<file path="src/hw/rtl/dhtis_pkg.sv">
`timescale 1ns / 1ps
package dhtis_pkg;

	localparam int TABLE_SIZE_DEF = 16;
	localparam int KEY_W = 31;
	localparam int IDX_W = 4;
	// Both key remainders come out of a three-stage reciprocal multiply pipeline.
	localparam int HASH_CYC = 3;

	typedef enum logic [1:0] {
		ST_INSERTED  = 2'd0,
		ST_FOUND     = 2'd1,
		ST_NOT_FOUND = 2'd2,
		ST_FULL      = 2'd3
	} status_t;

	typedef enum logic [2:0] {
		S_CLEAR,
		S_IDLE,
		S_HASH,
		S_INIT,
		S_READ,
		S_CHECK,
		S_DONE
	} state_t;

	typedef struct packed {
		logic    load;
		logic    hash_run;
		logic    probe_init;
		logic    rd;
		logic    adv;
		logic    wr_ins;
		logic    clr_wr;
		logic    res_ld;
		logic    res_keep_idx;
		status_t res_status;
		logic    out_ld;
	} cmd_t;

	typedef struct packed {
		logic clr_last;
		logic hash_done;
		logic slot_valid;
		logic key_match;
		logic is_search;
		logic probe_last;
		logic out_free;
	} sts_t;

endpackage

</file>
<file path="src/hw/rtl/dhtis_ram.sv">
`timescale 1ns / 1ps
module dhtis_ram #(
	parameter int WIDTH = 32,
	parameter int DEPTH = 16
) (
	input  logic                     clk,
	input  logic [$clog2(DEPTH)-1:0] addr,
	input  logic                     we,
	input  logic [WIDTH-1:0]         wdata,
	input  logic                     re,
	output logic [WIDTH-1:0]         rdata
);

	logic [WIDTH-1:0] mem [DEPTH];

	always_ff @(posedge clk) begin
		if (we) begin
			mem[addr] <= wdata;
		end
		if (re) begin
			rdata <= mem[addr];
		end
	end

endmodule

</file>
<file path="src/hw/rtl/dhtis_dp.sv">
`timescale 1ns / 1ps
module dhtis_dp
	import dhtis_pkg::*;
#(
	parameter int TABLE_SIZE = TABLE_SIZE_DEF
) (
	input  logic             clk,
	input  logic             arst_n,
	input  cmd_t             cmd,
	output sts_t             sts,
	input  logic             req_type,
	input  logic [KEY_W-1:0] key,
	output logic             rsp_valid,
	input  logic             rsp_stall,
	output logic [1:0]       status,
	output logic [IDX_W-1:0] slot_index
);

	localparam int AW = $clog2(TABLE_SIZE);
	localparam int HCW = $clog2(HASH_CYC);
	localparam logic [AW:0] MOD1 = (AW + 1)'(TABLE_SIZE);
	localparam int L2 = $clog2(TABLE_SIZE - 1);
	localparam int RW = KEY_W + 2;
	localparam int PW = KEY_W + RW;
	localparam int SH1 = KEY_W + AW;
	localparam int SH2 = KEY_W + L2;
	// Rounded-up reciprocals; the rounding error stays below the divisor, which keeps
	// the quotient exact for every key.
	localparam logic [RW-1:0] RCP1 =
		RW'(((64'd1 << SH1) + 64'(TABLE_SIZE) - 64'd1) / 64'(TABLE_SIZE));
	localparam logic [RW-1:0] RCP2 =
		RW'(((64'd1 << SH2) + 64'(TABLE_SIZE - 1) - 64'd1) / 64'(TABLE_SIZE - 1));
	localparam logic [KEY_W-1:0] DIV1 = KEY_W'(TABLE_SIZE);
	localparam logic [KEY_W-1:0] DIV2 = KEY_W'(TABLE_SIZE - 1);

	logic [KEY_W-1:0] key_q;
	logic             search_q;
	logic [HCW-1:0]   hcnt_q;
	logic [PW-1:0]    prod1_q, prod2_q;
	logic [KEY_W-1:0] quo1, quo2, qd1_q, qd2_q, rem1, rem2;
	logic [AW-1:0]    r1_q, r2_q;
	logic [AW-1:0]    pos_q, step_q, cnt_q, clr_q;
	logic [AW:0]      pos_sum;
	logic [AW-1:0]    ram_addr;
	logic [KEY_W:0]   ram_rdata;
	status_t          res_status_q, rsp_status_q;
	logic [IDX_W-1:0] res_idx_q, rsp_idx_q;
	logic             rsp_valid_q;

	assign quo1 = KEY_W'(prod1_q >> SH1);
	assign quo2 = KEY_W'(prod2_q >> SH2);
	assign rem1 = key_q - qd1_q;
	assign rem2 = key_q - qd2_q;

	// Next probe position; both terms are below the table size.
	always_comb begin
		pos_sum = {1'b0, pos_q} + {1'b0, step_q};
		if (pos_sum >= MOD1) begin
			pos_sum = pos_sum - MOD1;
		end
	end

	always_ff @(posedge clk) begin
		if (cmd.load) begin
			key_q <= key;
			search_q <= req_type;
		end
		// Multiply by the reciprocal, then form quotient times divisor, then subtract.
		if (cmd.hash_run) begin
			prod1_q <= {{RW{1'b0}}, key_q} * {{KEY_W{1'b0}}, RCP1};
			prod2_q <= {{RW{1'b0}}, key_q} * {{KEY_W{1'b0}}, RCP2};
			qd1_q <= quo1 * DIV1;
			qd2_q <= quo2 * DIV2;
			r1_q <= rem1[AW-1:0];
			r2_q <= rem2[AW-1:0];
		end
		if (cmd.probe_init) begin
			pos_q <= r1_q;
			step_q <= r2_q + AW'(1);
			cnt_q <= '0;
		end else if (cmd.adv) begin
			pos_q <= pos_sum[AW-1:0];
			cnt_q <= cnt_q + AW'(1);
		end
		if (cmd.res_ld) begin
			res_status_q <= cmd.res_status;
			res_idx_q <= cmd.res_keep_idx ? IDX_W'(pos_q) : '0;
		end
		if (cmd.out_ld) begin
			rsp_status_q <= res_status_q;
			rsp_idx_q <= res_idx_q;
		end
	end

	always_ff @(posedge clk or negedge arst_n) begin
		if (!arst_n) begin
			hcnt_q <= '0;
			clr_q <= '0;
			rsp_valid_q <= 1'b0;
		end else begin
			if (cmd.load) begin
				hcnt_q <= '0;
			end else if (cmd.hash_run) begin
				hcnt_q <= hcnt_q + HCW'(1);
			end
			if (cmd.clr_wr) begin
				clr_q <= clr_q + AW'(1);
			end
			if (cmd.out_ld) begin
				rsp_valid_q <= 1'b1;
			end else if (!rsp_stall) begin
				rsp_valid_q <= 1'b0;
			end
		end
	end

	assign ram_addr = cmd.clr_wr ? clr_q : pos_q;

	// Each word holds the occupied mark above the key.
	dhtis_ram #(
		.WIDTH(KEY_W + 1),
		.DEPTH(TABLE_SIZE)
	) u_slots (
		.clk  (clk),
		.addr (ram_addr),
		.we   (cmd.clr_wr | cmd.wr_ins),
		.wdata(cmd.clr_wr ? '0 : {1'b1, key_q}),
		.re   (cmd.rd),
		.rdata(ram_rdata)
	);

	assign sts.clr_last = (clr_q == AW'(TABLE_SIZE - 1));
	assign sts.hash_done = (hcnt_q == HCW'(HASH_CYC - 1));
	assign sts.slot_valid = ram_rdata[KEY_W];
	assign sts.key_match = (ram_rdata[KEY_W-1:0] == key_q);
	assign sts.is_search = search_q;
	assign sts.probe_last = (cnt_q == AW'(TABLE_SIZE - 1));
	assign sts.out_free = !rsp_valid_q || !rsp_stall;

	assign rsp_valid = rsp_valid_q;
	assign status = rsp_status_q;
	assign slot_index = rsp_idx_q;

endmodule

</file>
<file path="src/hw/rtl/dhtis_ctrl.sv">
`timescale 1ns / 1ps
module dhtis_ctrl
	import dhtis_pkg::*;
(
	input  logic clk,
	input  logic arst_n,
	input  logic req_valid,
	output logic req_stall,
	input  sts_t sts,
	output cmd_t cmd
);

	state_t state_q, state_d;

	always_ff @(posedge clk or negedge arst_n) begin
		if (!arst_n) begin
			state_q <= S_CLEAR;
		end else begin
			state_q <= state_d;
		end
	end

	always_comb begin
		state_d = state_q;
		cmd = '0;
		req_stall = 1'b1;
		case (state_q)
			S_CLEAR: begin
				cmd.clr_wr = 1'b1;
				if (sts.clr_last) begin
					state_d = S_IDLE;
				end
			end
			S_IDLE: begin
				req_stall = 1'b0;
				if (req_valid) begin
					cmd.load = 1'b1;
					state_d = S_HASH;
				end
			end
			S_HASH: begin
				cmd.hash_run = 1'b1;
				if (sts.hash_done) begin
					state_d = S_INIT;
				end
			end
			S_INIT: begin
				cmd.probe_init = 1'b1;
				state_d = S_READ;
			end
			S_READ: begin
				cmd.rd = 1'b1;
				state_d = S_CHECK;
			end
			S_CHECK: begin
				if (!sts.slot_valid) begin
					cmd.res_ld = 1'b1;
					if (sts.is_search) begin
						cmd.res_status = ST_NOT_FOUND;
					end else begin
						cmd.res_status = ST_INSERTED;
						cmd.res_keep_idx = 1'b1;
						cmd.wr_ins = 1'b1;
					end
					state_d = S_DONE;
				end else if (sts.is_search && sts.key_match) begin
					cmd.res_ld = 1'b1;
					cmd.res_status = ST_FOUND;
					cmd.res_keep_idx = 1'b1;
					state_d = S_DONE;
				end else if (sts.probe_last) begin
					cmd.res_ld = 1'b1;
					cmd.res_status = sts.is_search ? ST_NOT_FOUND : ST_FULL;
					state_d = S_DONE;
				end else begin
					cmd.adv = 1'b1;
					state_d = S_READ;
				end
			end
			S_DONE: begin
				if (sts.out_free) begin
					cmd.out_ld = 1'b1;
					state_d = S_IDLE;
				end
			end
			default: begin
				state_d = S_IDLE;
			end
		endcase
	end

endmodule

</file>
<file path="src/hw/rtl/double_hash_table_insert_search.sv">
`timescale 1ns / 1ps
// Channel   Handshake              Payload
// request   req_valid / req_stall  req_type, key
// response  rsp_valid / rsp_stall  status, slot_index
//
// The key of a transferred request is reduced in S_HASH, S_INIT sets up the probe, then
// each probe (1 to TABLE_SIZE of them) costs one slot RAM read and one compare. S_DONE
// loads the result into the output register once that is free, and the next request can
// be taken in the same cycle as the result becomes valid. After reset the slot RAM is
// cleared slot by slot before the first request transfer. A stalled response is held in
// the output register while the next request is already hashed and probed.
module double_hash_table_insert_search
	import dhtis_pkg::*;
#(
	parameter int TABLE_SIZE = TABLE_SIZE_DEF
) (
	input  logic             clk,
	input  logic             arst_n,
	input  logic             req_valid,
	output logic             req_stall,
	input  logic             req_type,
	input  logic [KEY_W-1:0] key,
	output logic             rsp_valid,
	input  logic             rsp_stall,
	output logic [1:0]       status,
	output logic [IDX_W-1:0] slot_index
);

	cmd_t cmd;
	sts_t sts;

	dhtis_ctrl u_ctrl (
		.clk      (clk),
		.arst_n   (arst_n),
		.req_valid(req_valid),
		.req_stall(req_stall),
		.sts      (sts),
		.cmd      (cmd)
	);

	dhtis_dp #(
		.TABLE_SIZE(TABLE_SIZE)
	) u_dp (
		.clk       (clk),
		.arst_n    (arst_n),
		.cmd       (cmd),
		.sts       (sts),
		.req_type  (req_type),
		.key       (key),
		.rsp_valid (rsp_valid),
		.rsp_stall (rsp_stall),
		.status    (status),
		.slot_index(slot_index)
	);

`ifndef ASSERT_OFF
	a_busy_after_req: assert property (@(posedge clk) disable iff (!arst_n)
		(req_valid && !req_stall) |=> req_stall)
		else $error("request taken while the previous one is in progress");

	a_no_overwrite: assert property (@(posedge clk) disable iff (!arst_n)
		cmd.wr_ins |-> !sts.slot_valid)
		else $error("insert would overwrite an occupied slot");

	a_out_free: assert property (@(posedge clk) disable iff (!arst_n)
		cmd.out_ld |-> sts.out_free)
		else $error("result loaded over an untaken response");

	a_idx_zero: assert property (@(posedge clk) disable iff (!arst_n)
		(rsp_valid && (status == ST_NOT_FOUND || status == ST_FULL))
		|-> (slot_index == '0))
		else $error("slot index not zero on a miss");
`endif

endmodule
</file>
<file path="config.mk">
export PLATFORM = sky130hd
export DESIGN_NAME = double_hash_table_insert_search
export DESIGN_NICKNAME = d
export VERILOG_FILES = /design/src/hw/rtl/dhtis_pkg.sv /design/src/hw/rtl/dhtis_ram.sv /design/src/hw/rtl/dhtis_dp.sv /design/src/hw/rtl/dhtis_ctrl.sv /design/src/hw/rtl/double_hash_table_insert_search.sv
export SDC_FILE = /design/constraint.sdc
export NUM_CORES = 1
export LEC_CHECK = 0
export BUFFER_PORTS_ARGS = -buffer_cell sky130_fd_sc_hd__buf_2
export CAP_MARGIN = 40
export CORE_MARGIN = 2
export CORE_UTILIZATION = 40
export DETAILED_ROUTE_END_ITERATION = 7
export RECOVER_POWER = 50
export SYNTH_ARGS = -nofsm -noshare
export SYNTH_HDL_FRONTEND = slang
export SYNTH_HIERARCHICAL = 1
export SYNTH_SLANG_ARGS = --single-unit
</file>
<file path="constraint.sdc">
create_clock -name clk -period 8.4 [get_ports clk]
set_input_delay 0.42 -clock clk [delete_from_list [all_inputs] [get_ports clk]]
set_output_delay 0.42 -clock clk [all_outputs]
set_load 0.05 [all_outputs]
</file>
==> results.sh <==
export IMPL_outcome="finished with violations"
export IMPL_violations="capacitance limit, slew limit"
export IMPL_rr_startpoint="u_ctrl/state_q[2]"
export IMPL_yosys_top_cells_area="edfxtp_1 (62%), mux4_2 (9.8%), ha_1 (7.2%), fa_1 (6.7%), inv_1 (2.8%)"
export IMPL_path_class="reg2reg"
export IMPL_wire_per_inst_um=24.3
export IMPL_relSlewSlack=-0.826
export IMPL_min_delay_start="key[23]"
export IMPL_seq_area_sq_um=18700
export IMPL_worstHoldEndpoint="u_dp/key_q[23]"
export IMPL_drc_errors=0
export IMPL_synth_edf_count=612
export IMPL_drt_iter0_drc=1271
export IMPL_drive_above_1_share=0.160
export IMPL_setup_viol=0
export IMPL_syn_to_final_growth_pct=13.2
export IMPL_clock_path_buffers=3
export IMPL_vias=15200
export IMPL_core_area_sq_um=72800
export IMPL_first_global_vias=16000
export IMPL_antenna_found_initial=1
export IMPL_cp_end_kind="register"
export IMPL_hp_class="in2reg"
export IMPL_required_ns=8.73
export IMPL_overflow=0
export IMPL_syn_inst=1705
export IMPL_place_hpwl_um=42200
export IMPL_synth_common_cells="edfxtp_1 (612), inv_1 (223), ha_1 (169)"
export IMPL_reg2reg_to="u_dp/u_slots/rdata[30]"
export IMPL_cts_setup_buffers=0
export IMPL_numCtsBuffers=67
export IMPL_via_per_inst=5.34
export IMPL_path_depth=11
export IMPL_drt_pass1_iterations=5
export IMPL_clock_sinks=626
export IMPL_worst_path_largest_cell_delay_ns=1.89
export IMPL_setup_tns_ns=0
export IMPL_critPathSlowestCell="clkbuf_1"
export IMPL_htreeDepth=3
export IMPL_cts_tree="yes"
export IMPL_worst_path_buf_inv=5
export IMPL_rows=99
export IMPL_yosysTopAreaCellShare=0.625
export IMPL_dp_worst_setup_slack_ns=2.49
export IMPL_io_buffers=43
export IMPL_crit_arrival_ns=6.43
export IMPL_nets=2137
export IMPL_grt_pass1_wl_um=103000
export IMPL_dpl_cell_area_sq_um=31200
export IMPL_timing_final_ws_setup_ns=2.30
export IMPL_io_pins=44
export IMPL_syn_area_per_cell_sq_um=17.3
export IMPL_r2r_cells=11
export IMPL_path_delay_family="buffers and inverters"
export IMPL_synth_cell_types=56
export IMPL_final_area_sq_um=33300
export IMPL_die_height_um=275
export IMPL_maxCapViolCount=3
export IMPL_routed_wl_um=69200
export IMPL_min_path_cells=1
export IMPL_ys_ff_latch=626
export IMPL_synthesis_area_sq_um=29400
export IMPL_r2r_slack_ns=2.30
export IMPL_skew_ns=0.0280
export IMPL_clk_latency_ns=0.61
export IMPL_worstMarginPinSlew_ns=2.74
export IMPL_path_cells="nor3_1 -> clkbuf_1 -> nand2_1 -> o21ai_4 -> buf_12 -> buf_4 -> buf_4 -> buf_16 -> mux4_2 -> a22oi_1 -> nand2_1"
export IMPL_postRouteAntennaNets=0
export IMPL_syn_nets=2008
export IMPL_die_w_um=275
export IMPL_min_period_ns=6.10
export IMPL_grt_max_degree=69
export IMPL_fill_cells=6265
export IMPL_synth_ff_type="edfxtp_1"
export IMPL_slew_violations=104
export IMPL_place_congestion=0.833
export IMPL_clockRootBuffer="clkbuf_16"
export IMPL_grt_use_total=0.187
export IMPL_cp_max_fo=54
export IMPL_ys_seq_area_frac=0.636
export IMPL_multiInputGateArea_sq_um=9730
export IMPL_hold_viol=0
export IMPL_die_area_sq_um=75700
export IMPL_initial_core_util=0.404
export IMPL_n_antenna_cell=0
export IMPL_yosysTopAreaCell="edfxtp_1"
export IMPL_path_clk_slew_ns=0.06
export IMPL_ys_warn_count=6
export IMPL_setup_worst_path_start_class="register"
export IMPL_rsz0062_at_grt="no"
export IMPL_period_share=0.726
export IMPL_synth_most_common_cell="edfxtp_1"
export IMPL_async_flop_share=0.0160
export IMPL_clock_fmax_mhz=164
metrics by stage:
stage | hold slack, ns | utilization | cells
after floorplan | 0.124 | - | 1705
after global placement | 0.297 | 0.425 | 2679
after detailed placement | 0.301 | 0.428 | 2701
after CTS | 0.00294 | 0.459 | 2834
after global routing | 0.0394 | 0.457 | 2840
final | 0.0376 | 0.457 | 2840
sequential cells by signal, summed over array words and instances (netlist names), 2 cells and up:
name and cells:
u_ctrl/state_q 3, u_dp/clr_q 4, u_dp/cnt_q 4, u_dp/hcnt_q 2
u_dp/key_q 31, u_dp/pos_q 4, u_dp/prod2_q 4, u_dp/qd2_q 4
u_dp/r1_q 4, u_dp/r2_q 4, u_dp/res_idx_q 4, u_dp/res_status_q 2
u_dp/slot_index 4, u_dp/status 2, u_dp/step_q 4, u_dp/u_slots/mem 512
u_dp/u_slots/rdata 32
metal layers:
layer  GRT usage  share of wire
met1       0.244           0.42
met2       0.325           0.51
met3      0.0291          0.055
met4      0.0505          0.019
met5           0              0
what timing repair did:
action                     in CTS  in global routing
setup endpoints to repair       0                  0
hold buffers                   17                  1
hold endpoints to repair       26                  1
resized for setup               0                  0
kinds of logic (layout without fill, tap and decap cells):
group	after synthesis	in the layout	synth area share
adders and majority gates	267	267	0.139
DFF	626	626	0.636
AOI/OAI and AO/OA	130	130	0.0316
and+or+nand+nor	204	204	0.0357
muxes	139	139	0.102
xor gates and xnor gates	58	58	0.0173
buffers and inverters	281	457	0.0387
worst reg2reg max path, delay by kind of cell (launching register included):
family / cells / cell delay (ns)
DFF: 1 / 0.61
and+or+nand+nor: 3 / 0.70
AOI/OAI and AO/OA: 2 / 0.50
muxes: 1 / 0.42
buffers and inverters: 5 / 3.58
worst max-delay path by stage:
stage / startpoint / end / slack [ns]
after global routing: u_ctrl/state_q[2] / u_dp/u_slots/rdata[30] / 1.99
after detailed placement: u_dp/key_q[7] / u_dp/prod2_q[35] / 2.49
after global placement: u_dp/key_q[7] / u_dp/prod2_q[35] / 2.61
after floorplan: u_dp/key_q[7] / u_dp/prod2_q[35] / 2.95
final: u_ctrl/state_q[2] / u_dp/u_slots/rdata[30] / 2.30
after CTS: u_dp/key_q[7] / u_dp/prod2_q[35] / 2.45
cell usage in the layout (no fill, tap or decap), types with 28 or more instances in the layout:
cell	instances
a22oi_1	64
clkbuf_1	70
clkbuf_16	68
edfxtp_1	612
fa_1	98
ha_1	169
inv_1	223
mux4_2	128
nand2_1	51
nor2_1	31
xnor2_1	30
xor2_1	28
cell type report:
type	instances	area share
Sequential cell	626	0.562
Multi-Input combinational cell	798	0.292
Clock buffer	82	0.0527
Tap cell	959	0.0360
Inverter	223	0.0251
Timing Repair Buffer	118	0.0225
Clock inverter	34	0.00977
Power is not shown: default switching activity piles up to over one toggle a cycle in this logic, so the estimate is an artifact.
